==> src/design/bfr_pkg.sv <==
package bfr_pkg;

    localparam int NumFrames = 16;
    localparam int PageBits  = 24;
    localparam int FrameBits = $clog2(NumFrames);
    localparam int CountBits = $clog2(NumFrames + 1);

    localparam logic [2:0] FUNC_PIN   = 3'd0;
    localparam logic [2:0] FUNC_UNPIN = 3'd1;
    localparam logic [2:0] FUNC_DIRTY = 3'd2;
    localparam logic [2:0] FUNC_FORCE = 3'd3;
    localparam logic [2:0] FUNC_FLUSH = 3'd4;

    localparam logic [1:0] ST_OK       = 2'd0;
    localparam logic [1:0] ST_NO_VICT  = 2'd1;
    localparam logic [1:0] ST_NOT_RES  = 2'd2;

    localparam logic CFG_MODE   = 1'b0;
    localparam logic CFG_FRAMES = 1'b1;

    typedef struct packed {
        logic [2:0]          func;
        logic [PageBits-1:0] page_number;
    } t_req;

    typedef struct packed {
        logic [1:0]  status;
        logic [3:0]  frame_index;
        logic        hit;
        logic        load_needed;
        logic        writeback_needed;
        logic [23:0] writeback_page;
        logic [7:0]  pin_count;
        logic [31:0] read_io_count;
        logic [31:0] write_io_count;
        logic        last;
    } t_rsp;

    // controller -> datapath
    typedef struct packed {
        logic start;      // load request, reset scan
        logic scan;       // examine frame at scan index, advance
        logic apply;      // commit the operation for the current request
        logic flush_one;  // write back frame at scan index
        logic emit_none;  // emit a single result with no frame
    } t_cmd;

    // datapath -> controller
    typedef struct packed {
        logic       scan_done;
        logic       cur_dirty;  // frame at scan index is valid and dirty
        logic [2:0] func;
    } t_sts;

endpackage

==> src/design/bfr_if.sv <==
interface bfr_if #(
    parameter type T = logic
);
    logic valid;
    logic ready;
    T     data;
    modport source (output valid, output data, input ready);
    modport sink   (input valid, input data, output ready);
endinterface

==> src/design/bfr_ctrl.sv <==
module bfr_ctrl (
    input  logic           i_clk,
    input  logic           i_rst_n,
    input  logic           i_in_valid,
    output logic           o_in_ready,
    input  logic           i_out_busy,
    input  bfr_pkg::t_sts  i_sts,
    output bfr_pkg::t_cmd  o_cmd
);

    typedef enum logic [2:0] {S_IDLE, S_SCAN, S_APPLY, S_FLUSH, S_WAIT} t_state;

    t_state r_state;
    logic   r_flushed;

    assign o_in_ready = (r_state == S_IDLE);

    always_comb begin
        o_cmd = '0;
        unique case (r_state)
            S_IDLE:  o_cmd.start = i_in_valid;
            // flush skips the match scan and walks the frames from index zero
            S_SCAN:  o_cmd.scan  = (i_sts.func != bfr_pkg::FUNC_FLUSH);
            S_APPLY: o_cmd.apply = !i_out_busy;
            S_FLUSH: begin
                if (!i_out_busy) begin
                    if (i_sts.scan_done) o_cmd.emit_none = !r_flushed;
                    else if (i_sts.cur_dirty) o_cmd.flush_one = 1'b1;
                    else o_cmd.scan = 1'b1;
                end
            end
            S_WAIT:  o_cmd = '0;
            default: o_cmd = '0;
        endcase
    end

    always_ff @(posedge i_clk) begin
        if (!i_rst_n) begin
            r_state   <= S_IDLE;
            r_flushed <= 1'b0;
        end else begin
            unique case (r_state)
                S_IDLE: if (i_in_valid) begin
                    r_state   <= S_SCAN;
                    r_flushed <= 1'b0;
                end
                S_SCAN: begin
                    if (i_sts.func == bfr_pkg::FUNC_FLUSH) r_state <= S_FLUSH;
                    else if (i_sts.scan_done) r_state <= S_APPLY;
                end
                S_APPLY: if (!i_out_busy) r_state <= S_WAIT;
                S_FLUSH: begin
                    if (!i_out_busy) begin
                        if (i_sts.scan_done) r_state <= S_WAIT;
                        else if (i_sts.cur_dirty) r_flushed <= 1'b1;
                    end
                end
                S_WAIT: r_state <= S_IDLE;
                default: r_state <= S_IDLE;
            endcase
        end
    end

endmodule

==> src/design/bfr_datapath.sv <==
module bfr_datapath (
    input  logic           i_clk,
    input  logic           i_rst_n,
    input  bfr_pkg::t_req  i_req,
    input  logic           i_cfg_we,
    input  logic [0:0]     i_cfg_idx,
    input  logic [4:0]     i_cfg_data,
    input  bfr_pkg::t_cmd  i_cmd,
    output bfr_pkg::t_sts  o_sts,
    output logic           o_out_valid,
    input  logic           i_out_ready,
    output bfr_pkg::t_rsp  o_out
);

    localparam int NF = bfr_pkg::NumFrames;
    localparam int FB = bfr_pkg::FrameBits;
    localparam int CB = bfr_pkg::CountBits;
    localparam int PB = bfr_pkg::PageBits;

    logic [PB-1:0] r_page  [NF];
    logic [NF-1:0] r_valid;
    logic [NF-1:0] r_dirty;
    logic [7:0]    r_pins  [NF];
    logic [31:0]   r_stamp [NF];
    logic [31:0]   r_stamp_ctr, r_reads, r_writes;
    logic          r_mode;
    logic [4:0]    r_frames;

    bfr_pkg::t_req r_req;
    logic [CB-1:0] r_idx;
    logic          r_hit_f, r_free_f, r_vic_f;
    logic [FB-1:0] r_hit, r_free, r_vic;
    logic [31:0]   r_best;
    logic          r_out_valid;
    bfr_pkg::t_rsp r_out;

    logic [CB-1:0] n_active;
    logic [FB-1:0] cur;
    logic [31:0]   age;
    logic [FB-1:0] tgt;
    logic          busy;
    logic          more_dirty;

    always_comb begin
        if (r_frames == 5'd0) n_active = CB'(1);
        else if (32'(r_frames) > NF) n_active = CB'(NF);
        else n_active = CB'(r_frames);
    end

    assign cur  = r_idx[FB-1:0];
    assign age  = r_stamp_ctr - r_stamp[cur];
    assign busy = r_out_valid && !i_out_ready;

    // mark the final flush beat: no dirty frame remains past the current one
    always_comb begin
        more_dirty = 1'b0;
        for (int j = 0; j < NF; j++) begin
            if (j > int'(cur) && j < int'(n_active) && r_valid[j] && r_dirty[j])
                more_dirty = 1'b1;
        end
    end

    assign o_sts.scan_done = (r_idx >= n_active);
    assign o_sts.cur_dirty = r_valid[cur] && r_dirty[cur];
    assign o_sts.func      = r_req.func;
    assign o_out_valid     = r_out_valid;
    assign o_out           = r_out;

    always_comb begin
        tgt = r_free_f ? r_free : r_vic;
    end

    always_ff @(posedge i_clk) begin
        if (!i_rst_n) begin
            r_valid     <= '0;
            r_dirty     <= '0;
            for (int i = 0; i < NF; i++) begin
                r_pins[i]  <= '0;
                r_stamp[i] <= '0;
            end
            r_stamp_ctr <= '0;
            r_reads     <= '0;
            r_writes    <= '0;
            r_mode      <= 1'b0;
            r_frames    <= 5'd16;
            r_out_valid <= 1'b0;
            r_idx       <= '0;
        end else begin
            if (r_out_valid && i_out_ready) r_out_valid <= 1'b0;
            if (i_cfg_we) begin
                if (i_cfg_idx == bfr_pkg::CFG_MODE) r_mode <= i_cfg_data[0];
                else r_frames <= i_cfg_data;
            end
            if (i_cmd.start) begin
                r_req    <= i_req;
                r_idx    <= '0;
                r_hit_f  <= 1'b0;
                r_free_f <= 1'b0;
                r_vic_f  <= 1'b0;
                r_best   <= '0;
            end
            if (i_cmd.scan && !o_sts.scan_done) begin
                r_idx <= r_idx + CB'(1);
                if (r_req.func != bfr_pkg::FUNC_FLUSH) begin
                    if (r_valid[cur] && r_page[cur] == r_req.page_number && !r_hit_f) begin
                        r_hit_f <= 1'b1;
                        r_hit   <= cur;
                    end
                    if (!r_valid[cur] && !r_free_f) begin
                        r_free_f <= 1'b1;
                        r_free   <= cur;
                    end
                    if (r_pins[cur] == 8'd0 && (!r_vic_f || age > r_best)) begin
                        r_vic_f <= 1'b1;
                        r_vic   <= cur;
                        r_best  <= age;
                    end
                end
            end
            if (i_cmd.flush_one) begin
                r_idx        <= r_idx + CB'(1);
                r_dirty[cur] <= 1'b0;
                r_writes     <= r_writes + 32'd1;
                r_out_valid  <= 1'b1;
                r_out        <= '{status: bfr_pkg::ST_OK, frame_index: 4'(cur), hit: 1'b0,
                    load_needed: 1'b0, writeback_needed: 1'b1,
                    writeback_page: 24'(r_page[cur]), pin_count: r_pins[cur],
                    read_io_count: r_reads, write_io_count: r_writes + 32'd1,
                    last: !more_dirty};
            end
            if (i_cmd.emit_none) begin
                r_out_valid <= 1'b1;
                r_out       <= '0;
                r_out.read_io_count  <= r_reads;
                r_out.write_io_count <= r_writes;
                r_out.last  <= 1'b1;
            end
            if (i_cmd.apply) begin
                r_out_valid <= 1'b1;
                r_out       <= '0;
                r_out.read_io_count  <= r_reads;
                r_out.write_io_count <= r_writes;
                r_out.last  <= 1'b1;
                case (r_req.func)
                    bfr_pkg::FUNC_PIN: begin
                        if (r_hit_f) begin
                            r_out.hit         <= 1'b1;
                            r_out.frame_index <= 4'(r_hit);
                            r_out.pin_count   <= (r_pins[r_hit] == 8'hFF) ? 8'hFF
                                                 : r_pins[r_hit] + 8'd1;
                            if (r_pins[r_hit] != 8'hFF) r_pins[r_hit] <= r_pins[r_hit] + 8'd1;
                            if (r_mode) begin
                                r_stamp[r_hit] <= r_stamp_ctr;
                                r_stamp_ctr    <= r_stamp_ctr + 32'd1;
                            end
                        end else if (!r_free_f && !r_vic_f) begin
                            r_out.status <= bfr_pkg::ST_NO_VICT;
                        end else begin
                            if (!r_free_f && r_dirty[tgt]) begin
                                r_out.writeback_needed <= 1'b1;
                                r_out.writeback_page   <= 24'(r_page[tgt]);
                                r_writes               <= r_writes + 32'd1;
                                r_out.write_io_count   <= r_writes + 32'd1;
                            end
                            r_page[tgt]  <= r_req.page_number;
                            r_valid[tgt] <= 1'b1;
                            r_dirty[tgt] <= 1'b0;
                            r_pins[tgt]  <= 8'd1;
                            r_stamp[tgt] <= r_stamp_ctr;
                            r_stamp_ctr  <= r_stamp_ctr + 32'd1;
                            r_reads      <= r_reads + 32'd1;
                            r_out.read_io_count <= r_reads + 32'd1;
                            r_out.frame_index   <= 4'(tgt);
                            r_out.load_needed   <= 1'b1;
                            r_out.pin_count     <= 8'd1;
                        end
                    end
                    bfr_pkg::FUNC_UNPIN, bfr_pkg::FUNC_DIRTY, bfr_pkg::FUNC_FORCE: begin
                        if (!r_hit_f) begin
                            r_out.status <= bfr_pkg::ST_NOT_RES;
                        end else begin
                            r_out.frame_index <= 4'(r_hit);
                            r_out.pin_count   <= r_pins[r_hit];
                            if (r_req.func == bfr_pkg::FUNC_UNPIN) begin
                                if (r_pins[r_hit] != 8'd0) begin
                                    r_pins[r_hit]   <= r_pins[r_hit] - 8'd1;
                                    r_out.pin_count <= r_pins[r_hit] - 8'd1;
                                end
                            end else if (r_req.func == bfr_pkg::FUNC_DIRTY) begin
                                r_dirty[r_hit] <= 1'b1;
                            end else if (r_dirty[r_hit]) begin
                                r_dirty[r_hit]         <= 1'b0;
                                r_writes               <= r_writes + 32'd1;
                                r_out.write_io_count   <= r_writes + 32'd1;
                                r_out.writeback_needed <= 1'b1;
                                r_out.writeback_page   <= 24'(r_page[r_hit]);
                            end
                        end
                    end
                    default: ;
                endcase
            end
        end
    end

endmodule

==> src/design/buffer_frame_replacement.sv <==
// Frame table of a page buffer pool. A request (pin, unpin, mark dirty,
// force page) is taken only while the controller is idle, so no new request
// is accepted before the last one is through: the table scan walks the
// active frames, one per cycle, where active is frames_in_use clamped to
// 1..16; then the scan is closed, the result is committed and posted, and a
// settle step follows. Flush all skips the match scan and walks the active
// frames one per cycle while the output is not stalled, posting one beat per
// dirty frame with last = 1 on the final one, or a single beat when nothing
// is dirty. Results sit in an output register; a stalled output holds the
// commit and the flush walk.
module buffer_frame_replacement (
    input  logic        i_clk,
    input  logic        i_rst_n,
    bfr_if.sink         in_ch,
    bfr_if.source       out_ch,
    input  logic        i_cfg_we,
    input  logic [0:0]  i_cfg_idx,
    input  logic [4:0]  i_cfg_data
);

    bfr_pkg::t_cmd cmd;
    bfr_pkg::t_sts sts;
    bfr_pkg::t_rsp rsp;
    logic          out_valid;

    bfr_ctrl u_ctrl (
        .i_clk      (i_clk),
        .i_rst_n    (i_rst_n),
        .i_in_valid (in_ch.valid),
        .o_in_ready (in_ch.ready),
        .i_out_busy (out_valid && !out_ch.ready),
        .i_sts      (sts),
        .o_cmd      (cmd)
    );

    bfr_datapath u_dp (
        .i_clk       (i_clk),
        .i_rst_n     (i_rst_n),
        .i_req       (in_ch.data),
        .i_cfg_we    (i_cfg_we),
        .i_cfg_idx   (i_cfg_idx),
        .i_cfg_data  (i_cfg_data),
        .i_cmd       (cmd),
        .o_sts       (sts),
        .o_out_valid (out_valid),
        .i_out_ready (out_ch.ready),
        .o_out       (rsp)
    );

    assign out_ch.valid = out_valid;
    assign out_ch.data  = rsp;

endmodule
==> src/flat_wrapper.sv <==
// flat-port wrapper written by rule: the top's interface ports become plain ports
module buffer_frame_replacement_flat 
  (i_clk, i_rst_n, i_cfg_we, i_cfg_idx, i_cfg_data, in_ch_valid, in_ch_data, in_ch_ready, out_ch_valid, out_ch_data, out_ch_ready);
  bfr_if in_ch_i ();
  bfr_if out_ch_i ();
  input  logic i_clk;
  input  logic i_rst_n;
  input  logic i_cfg_we;
  input  logic [0:0] i_cfg_idx;
  input  logic [4:0] i_cfg_data;
  input wire logic [$bits(in_ch_i.valid)-1:0] in_ch_valid;
  input wire logic [$bits(in_ch_i.data)-1:0] in_ch_data;
  output wire logic [$bits(in_ch_i.ready)-1:0] in_ch_ready;
  output wire logic [$bits(out_ch_i.valid)-1:0] out_ch_valid;
  output wire logic [$bits(out_ch_i.data)-1:0] out_ch_data;
  input wire logic [$bits(out_ch_i.ready)-1:0] out_ch_ready;
  assign in_ch_i.valid = in_ch_valid;
  assign in_ch_i.data = in_ch_data;
  assign in_ch_ready = in_ch_i.ready;
  assign out_ch_valid = out_ch_i.valid;
  assign out_ch_data = out_ch_i.data;
  assign out_ch_i.ready = out_ch_ready;
  buffer_frame_replacement u_core (.i_clk(i_clk), .i_rst_n(i_rst_n), .in_ch(in_ch_i), .out_ch(out_ch_i), .i_cfg_we(i_cfg_we), .i_cfg_idx(i_cfg_idx), .i_cfg_data(i_cfg_data));
endmodule
==> config.mk <==
export PLATFORM = sky130hd
export DESIGN_NAME = buffer_frame_replacement_flat
export DESIGN_NICKNAME = d
export VERILOG_FILES = /design/src/design/bfr_pkg.sv /design/src/design/bfr_if.sv /design/src/design/bfr_ctrl.sv /design/src/design/bfr_datapath.sv /design/src/design/buffer_frame_replacement.sv /design/src/flat_wrapper.sv
export SDC_FILE = /design/constraint.sdc
export NUM_CORES = 1
export LEC_CHECK = 0
export BUFFER_PORTS_ARGS = -buffer_cell sky130_fd_sc_hd__buf_2
export CAP_MARGIN = 15
export CORE_MARGIN = 4
export CORE_UTILIZATION = 50
export CTS_BUF_LIST = sky130_fd_sc_hd__clkbuf_16
export CTS_CLUSTER_DIAMETER = 60
export CTS_CLUSTER_SIZE = 28
export DETAILED_ROUTE_END_ITERATION = 8
export PLACE_DENSITY = 0.7
export SLEW_MARGIN = 20
export SYNTH_ARGS = -nofsm -noshare
export SYNTH_HDL_FRONTEND = slang
export SYNTH_SLANG_ARGS = --single-unit
export TNS_END_PERCENT = 1
==> constraint.sdc <==
create_clock -name i_clk -period 9.5 [get_ports i_clk]
set_input_delay 0.475 -clock i_clk [delete_from_list [all_inputs] [get_ports i_clk]]
set_output_delay 0.475 -clock i_clk [all_outputs]
set_load 0.01 [all_outputs]
==> results of run 1 <==
-- routing by layer --
layer	part of all wire	wire length (µm)	vias to the layer above	track usage
met5	0	0	-	0
met4	0.034	3520	0	0.0777
met3	0.090	9340	228	0.0373
met2	0.48	49900	1336	0.416
met1	0.40	41100	12411	0.353
li1	-	-	10448	-
-- sequential cells by signal, indices dropped and copies added (netlist names), named ones only --
signal	flops
u_core.u_dp.o_out_valid	1
u_core.u_dp.r_free_f	1
u_core.u_dp.r_stamp	512
u_core.u_ctrl.r_flushed	1
u_core.u_dp.r_hit_f	1
u_core.u_dp.r_free	4
u_core.u_dp.r_dirty	16
u_core.u_dp.r_mode	1
u_core.u_dp.o_out	1
u_core.u_dp.r_vic_f	1
u_core.u_dp.r_idx	5
u_core.u_ctrl.r_state	3
u_core.u_dp.r_vic	4
u_core.u_dp.r_hit	4
u_core.u_dp.r_best	32
u_core.u_dp.r_req	1
u_core.u_dp.r_page	16
u_core.u_dp.r_stamp_ctr	32
u_core.u_dp.r_valid	16
u_core.u_dp.r_pins	128
u_core.u_dp.r_frames	5
-- power by group through the flow --
stage	clock, µW	sequential, µW	combinational (µW)
2_1_floorplan	0	4020	381
3_3_place_gp	0	4040	525
3_5_place_dp	0	4050	534
4_1_cts	2810	3970	537
5_1_grt	2950	3990	576
6_report	2770	3970	538
-- timing repair --
item | CTS | global route
hold endpoints to repair | 1 | 0
hold buffers | 1 | 0
resized for setup | 0 | 0
setup buffers | 0 | 0
-- cells by family (layout without fill, tap and decap cells) --
family | after synthesis | after routing
AOI/OAI and AO/OA | 261 | 261
xor gates and xnor gates | 62 | 62
adders and majority gates | 75 | 75
buffers and inverters | 289 | 256
DFF | 793 | 793
muxes | 252 | 252
other | 0 | 3
and+or+nand+nor | 1144 | 1144
-- per-stage QoR --
step                      std cells  worst slack, ns
final                          3876             1.62
after global routing           3873             1.09
after CTS                      3873             1.70
after detailed placement       3764             1.74
after global placement         3764             1.91
after floorplan                2876             2.92
-- cell usage in the layout, fill, tap and decap left out, types with 6 or more instances in the layout --
master / count
edfxtp_1: 705
and2_1: 452
nor2_1: 258
mux4_2: 213
nand2_1: 122
dfxtp_1: 84
a21oi_1: 81
inv_1: 79
nor3_1: 74
ha_1: 74
clkbuf_16: 57
nand3_1: 56
buf_4: 46
o21ai_0: 36
nor4_1: 36
xor2_1: 33
xnor2_1: 29
mux2_2: 28
nand2b_1: 24
a211oi_1: 21
nand4_1: 18
o21ai_4: 18
and3_1: 17
a21o_1: 16
a31oi_1: 14
nor2_2: 13
clkinv_8: 13
buf_2: 13
or3_1: 12
mux2i_1: 11
inv_12: 10
nor2b_1: 9
nand2_2: 9
o21a_1: 8
nor2_4: 8
nand2_4: 8
inv_8: 7
inv_6: 7
nand3b_1: 6
-- cell type report --
cell class | count | area [µm²]
Antenna cell | 3 | 7.51
Timing Repair Buffer | 63 | 480
Fill cell | 6041 | 34300
Tap cell | 1030 | 1290
Sequential cell | 793 | 22900
Clock buffer | 57 | 1430
Clock inverter | 51 | 742
Inverter | 85 | 319
Multi-Input combinational cell | 1794 | 14900
-- path summary, 6_finish.rpt --
kind                                                         from                                   end  slack (ns)  cells after the start
worst max-delay path                                     register      u_core.u_dp.r_best[23]$_DFFE_PP_        1.62                     20
worst min-delay path                                i_cfg_data[2]  u_core.u_dp.r_frames[2]$_SDFFE_PN0P_        0.09                      3
worst max register to register                           register      u_core.u_dp.r_best[23]$_DFFE_PP_        1.62                     20
worst min register to register  u_core.u_dp.r_dirty[0]$_SDFF_PN0_     u_core.u_dp.r_dirty[0]$_SDFF_PN0_        0.46                      2
-- Yosys cell counts, drive strengths merged (4+ instances only) --
cell    instances
and4            4
a211oi         22
mux2           28
nor2          280
clkbuf        164
a311oi          4
nand3b          6
ha             74
clkinv          5
nand4          19
nand3          59
a21oi          86
dfxtp          88
nor3b           5
and3           17
and2          454
nand2         139
o21ai          57
nor2b          10
a31oi          17
mux4          213
o21a            8
or3            12
inv            80
o21bai          5
o211ai          5
nor3           76
xnor2          29
a21o           19
xor2           33
nor4           36
mux2i          11
nand2b         24
edfxtp        705
buf            40
-- worst register-to-register path: stages (launching register included) --
cell and delay [ns]:
dfxtp_4 0.91, buf_12 0.54, mux4_2 0.44, mux4_2 0.49, inv_1 0.11, ha_1 0.28, o211ai_1 0.14, a21oi_2 0.25
o21bai_2 0.14, a311oi_4 0.46, a211oi_2 0.18, o41ai_4 0.44, a2111o_1 0.22, o2111ai_2 0.14, ha_1 0.32, nand4_1 0.17
nor4_1 0.44, a2111oi_0 0.19, a41oi_1 0.30, nand4_2 0.85, mux2_2 0.61
==> impl_metrics.tcl, run 1 <==
set metrics [dict create \
    worst-path-buf-inv 2 \
    first_iter_violations 3249 \
    power_density_nw_per_um2 173 \
    ys_ff_latch 793 \
    finalPower_uw 7290 \
    synth_top_family_by_area "simple AND/OR/NAND/NOR gates" \
    cts_tree "built" \
    num_rows 101 \
    worstSetupPathType "reg2reg" \
    synth_area_leaders "edfxtp_1 55%, mux4_2 12%, and2_1 7.3%, dfxtp_1 4.5%, nor2_1 2.6%" \
    grt_overflow 0 \
    synth_edf_count 705 \
    slew_violations 0 \
    coreArea_um2 76500 \
    stdcell_area_um2 42100 \
    numCtsBuffers 57 \
    p_int_uw 5390 \
    fp.dieH_um 287 \
    critical_path_peak_fanout 72 \
    switching_power_uw 1890 \
    yosys.area.top_type_share 0.546 \
    fin_crit_ns 7.88 \
    final_util 0.551 \
    antenna_found_initial 1 \
    clockPowerShare 0.381 \
    syn_inst 2876 \
    port_buffers 14 \
    track_usage 0.253 \
    wirelength_um 104000 \
    yosys.area_share.simple 0.159 \
    synth_cell_type_count 88 \
    yosysWarnings 0 \
    io_pins 15 \
    async_flop_share 0 \
    vias 24423 \
    maxCapViolations 0 \
    dpl_cell_area_um2 39900 \
    cp_slowest_cell "dfxtp_4" \
    switching_share 0.260 \
    area_delta_synth_final_pct 8.60 \
    antenna_left 0 \
    hold_viol 0 \
    initial_core_util 0.507 \
    worst_slew_pin_slew_ns 1.20 \
    cp_top_family "compound AO/OA/AOI/OAI gates" \
    slew_headroom 0.197 \
    clock_latency_ns 0.69 \
    skew_ns 0.0582 \
    fmax_ghz 0.127 \
    synth-compound-area-share 0.0458 \
    worstSetupEndpointType "register" \
    fin_crit_sh 0.830 \
    status "complete, no violations" \
    yosysTopAreaCell "edfxtp_1" \
    grt_pass1_wl_um 156000 \
    hpwl_um 61900 \
    clk_pin_slew_ns 0.09 \
    holdWs_ns 0.0859 \
    finalSetupViolCount 0 \
    layout.nets 2881 \
    dr.pass1.iters 6 \
    muxShareOfSynthArea 0.135 \
    start_kind "register" \
    power_frac_seq 0.546 \
    comb_power_share 0.074 \
    clkSinkCount 793 \
    detail_route.wl_per_cell_um 26.8 \
    path_cells "buf_12 -> mux4_2 -> mux4_2 -> inv_1 -> ha_1 -> o211ai_1 -> a21oi_2 -> o21bai_2 -> a311oi_4 -> a211oi_2 -> o41ai_4 -> a2111o_1 -> o2111ai_2 -> ha_1 -> nand4_1 -> nor4_1 -> a2111oi_0 -> a41oi_1 -> nand4_2 -> mux2_2" \
    fin_tns_setup_ns 0 \
    peakVddDrop_uv 144 \
    seq_area_frac_synth 0.591 \
    synth_nets 2963 \
    fp.dieW_um 287 \
    synth_area_per_cell_um2 13.5 \
    p_leak_uw 0.0146 \
    max_stage_delay_ns 0.91 \
    cts-htree-levels 2 \
    final_layout_size_suffix_gt1_frac 0.179 \
    grt_max_degree 73 \
    netlist_area_um2 38800 \
    crit_arrival_ns 8.27 \
    yosys.area_share.xor_xnor 0.0140 \
    cp_data_required_time_ns 9.88 \
    clockRootBuffer "clkbuf_16" \
    dieArea_um2 82100 \
    synth_ff_type "edfxtp_1" \
    synthAdderAreaFrac 0.0244 \
    grt_setup_unrepaired "false" \
    drc 0 \
    gp_congestion 0.891 \
    vias_per_cell 6.30 \
    hold_class "in2reg" \
    grt_pass1_vias 24126 \
    clock_path_buffers 3 \
]
Power figures use the tool's default switching activity.
==> inputs of run 2 (changes only) <==
Settings changed: ABC_AREA set to 1.
Clock period 9.5 ns to 7.97 ns, I/O delays scaled along.
==> impl_metrics.tcl, run 2 <==
set metrics [dict create \
    status "complete, no violations" \
    netlist_area_um2 40200 \
    synth-compound-area-share 0.0918 \
    num_antenna_cells 0 \
    fin_crit_ns 6.19 \
    fin_crit_sh 0.777 \
    yosysMostFrequentCell "nor2_1" \
    coreArea_um2 79400 \
    initial_core_util 0.507 \
    grt_setup_unrepaired "false" \
    synth_area_per_cell_um2 8.86 \
    io_pins 15 \
    start_kind "register" \
    area_delta_synth_final_pct 7.00 \
    cts_hold_repair.buffers 3 \
    cp_data_required_time_ns 8.38 \
    detail_route.wl_per_cell_um 21.8 \
    place_ws_ns 1.96 \
    port_buffers 14 \
    synth_cell_type_count 48 \
    slew_violations 0 \
    fp.dieH_um 292 \
    yosysWarnings 0 \
    fmax_ghz 0.161 \
    grt_overflow 0 \
    clkSinkCount 793 \
    cts_tree "built" \
    p_leak_uw 0.0165 \
    clk_pin_slew_ns 0.09 \
    synth_ff_type "edfxtp_1" \
    regMostFlops "u_core.u_dp.r_stamp" \
    hold_class "in2reg" \
    fill_cells 7212 \
    track_usage 0.274 \
    dieArea_um2 85100 \
    async_flop_share 0 \
    fp.dieW_um 292 \
    synth_edf_count 705 \
    crit_arrival_ns 6.60 \
    num_rows 103 \
    stdcell_area_um2 43000 \
    numCtsBuffers 55 \
    yosys.area.top_type_share 0.526 \
    yosysTopAreaCell "edfxtp_1" \
    finalPower_uw 9650 \
    clockRootBuffer "clkbuf_16" \
    vias_per_cell 5.92 \
    vias 32533 \
    worst_slew_pin_slew_ns 1.19 \
    yosys.area_share.simple 0.241 \
    synthTopCellsByCount "1135 x nor2_1, 788 x nand2_1, 705 x edfxtp_1, 341 x inv_1, 330 x o21ai_0" \
    syn_inst 4540 \
    peakVddDrop_uv 175 \
    cp_slowest_cell "inv_8" \
    grt_pass1_vias 30705 \
    largest_reg_flops 512 \
    first_iter_violations 4332 \
    yosys.area_share.xor_xnor 0.00806 \
    largestRegisters "u_core.u_dp.r_stamp (512), u_core.u_dp.r_pins (128)" \
    gp_congestion 0.971 \
    hold_viol 0 \
    ctsResizeCount 0 \
    antenna_left 0 \
    dr.pass1.iters 6 \
    cts-htree-levels 2 \
    layout_commonest_cell "nor2_1" \
    antenna_found_initial 3 \
    muxShareOfSynthArea 0 \
    grt_max_degree 143 \
    slew_headroom 0.204 \
    grt_pass1_wl_um 183000 \
    final_layout_size_suffix_gt1_frac 0.0614 \
    clock_latency_ns 0.65 \
    crit_top_cell "nand2_1" \
    maxCapViolations 0 \
    drc 0 \
    fin_tns_setup_ns 0 \
    clock_path_buffers 3 \
    hpwl_um 71600 \
    skew_ns 0.0265 \
    mostFrequentLayoutCells "1134 x nor2_1, 767 x nand2_1, 705 x edfxtp_1" \
    finalSetupViolCount 0 \
    synth_nets 4627 \
    cts_setup_buffers 0 \
    wirelength_um 120000 \
    critical_path_peak_fanout 138 \
    synthAdderAreaFrac 0.0235 \
    synth_top_family_by_area "simple AND/OR/NAND/NOR gates" \
    dpl_cell_area_um2 41000 \
    worstSetupPathType "reg2reg" \
    power_density_nw_per_um2 224 \
    layout.nets 4484 \
    ys_ff_latch 793 \
    fin_ws_ns 1.78 \
    worstSetupEndpointType "register" \
    seq_area_frac_synth 0.570 \
    synth_area_leaders "edfxtp_1 53%, nor2_1 11%, nand2_1 7.4%, dfxtp_1 4.4%, o21ai_0 4.1%" \
    max_stage_delay_ns 0.58 \
]
run 2: changes by cell type after synthesis, sizes merged, moves of 59 or more:
| cell | change |
|---|---|
| and2 | -453 |
| buf | +59 |
| inv | +275 |
| mux4 | -213 |
| nand2 | +677 |
| nand3 | +163 |
| nor2 | +870 |
| o21ai | +282 |
| o221ai | +96 |
run 2: worst paths after layout:
check	end	from	slack, ns	cells past startpoint
max	u_core.u_dp.r_best[14]$_DFFE_PP_	register	1.78	29
min	u_core.u_dp.r_frames[3]$_SDFFE_PN0P_	i_cfg_data[3]	0.03	3
max reg2reg	u_core.u_dp.r_best[14]$_DFFE_PP_	register	1.78	29
min reg2reg	register	u_core.u_dp.r_hit[3]$_DFFE_PP_	0.46	2
run 2: power breakdown:
part	switching, µW	internal (µW)
sequential	83.6	4690
clock	1730	1450
combinational	1250	459
total	3060	6590
run 2: area by class of cell:
cell class | instances | area (µm²) | area share
Clock buffer | 57 | 1430 | 0.0331
Timing Repair Buffer | 72 | 566 | 0.0131
Sequential cell | 793 | 22900 | 0.533
Tap cell | 1050 | 1310 | 0.0305
Clock inverter | 47 | 611 | 0.0142
Multi-Input combinational cell | 3091 | 14700 | 0.342
Inverter | 384 | 1450 | 0.0338
run 2: cells by family after synthesis:
kind of cell    count (synthesis)
simple gates                 2349
buf+inv                       656
fa+ha+maj                      75
xor+xnor                       37
compound gates                630
flops                         793
run 2: per-stage QoR:
step / utilization / hold WS (ns) / cells
after floorplan: - / 0.429 / 4540
after global routing: 0.542 / 0.0255 / 5494
after CTS: 0.542 / 0.000381 / 5494
final: 0.542 / 0.0314 / 5494
after global placement: 0.516 / 0.448 / 5387
after detailed placement: 0.516 / 0.448 / 5387
run 2: per-layer routing:
| metal | vias up | GRT usage | share of wire |
|---|---|---|---|
| met4 | 4 | 0.0887 | 0.035 |
| met1 | 15512 | 0.387 | 0.40 |
| met2 | 1768 | 0.436 | 0.46 |
| met5 | - | 0 | 0.00013 |
| met3 | 289 | 0.0453 | 0.10 |
| li1 | 14960 | - | - |
run 2: worst max-delay path: cells and delay by family, from the launching register on:
kind	cells	cell delay, ns
AND/OR/NAND/NOR	20	2.51
buffers and inverters	4	1.38
AO/OA/AOI/OAI	3	0.78
adder cells (fa/ha/maj)	2	0.64
flip-flops	1	0.47
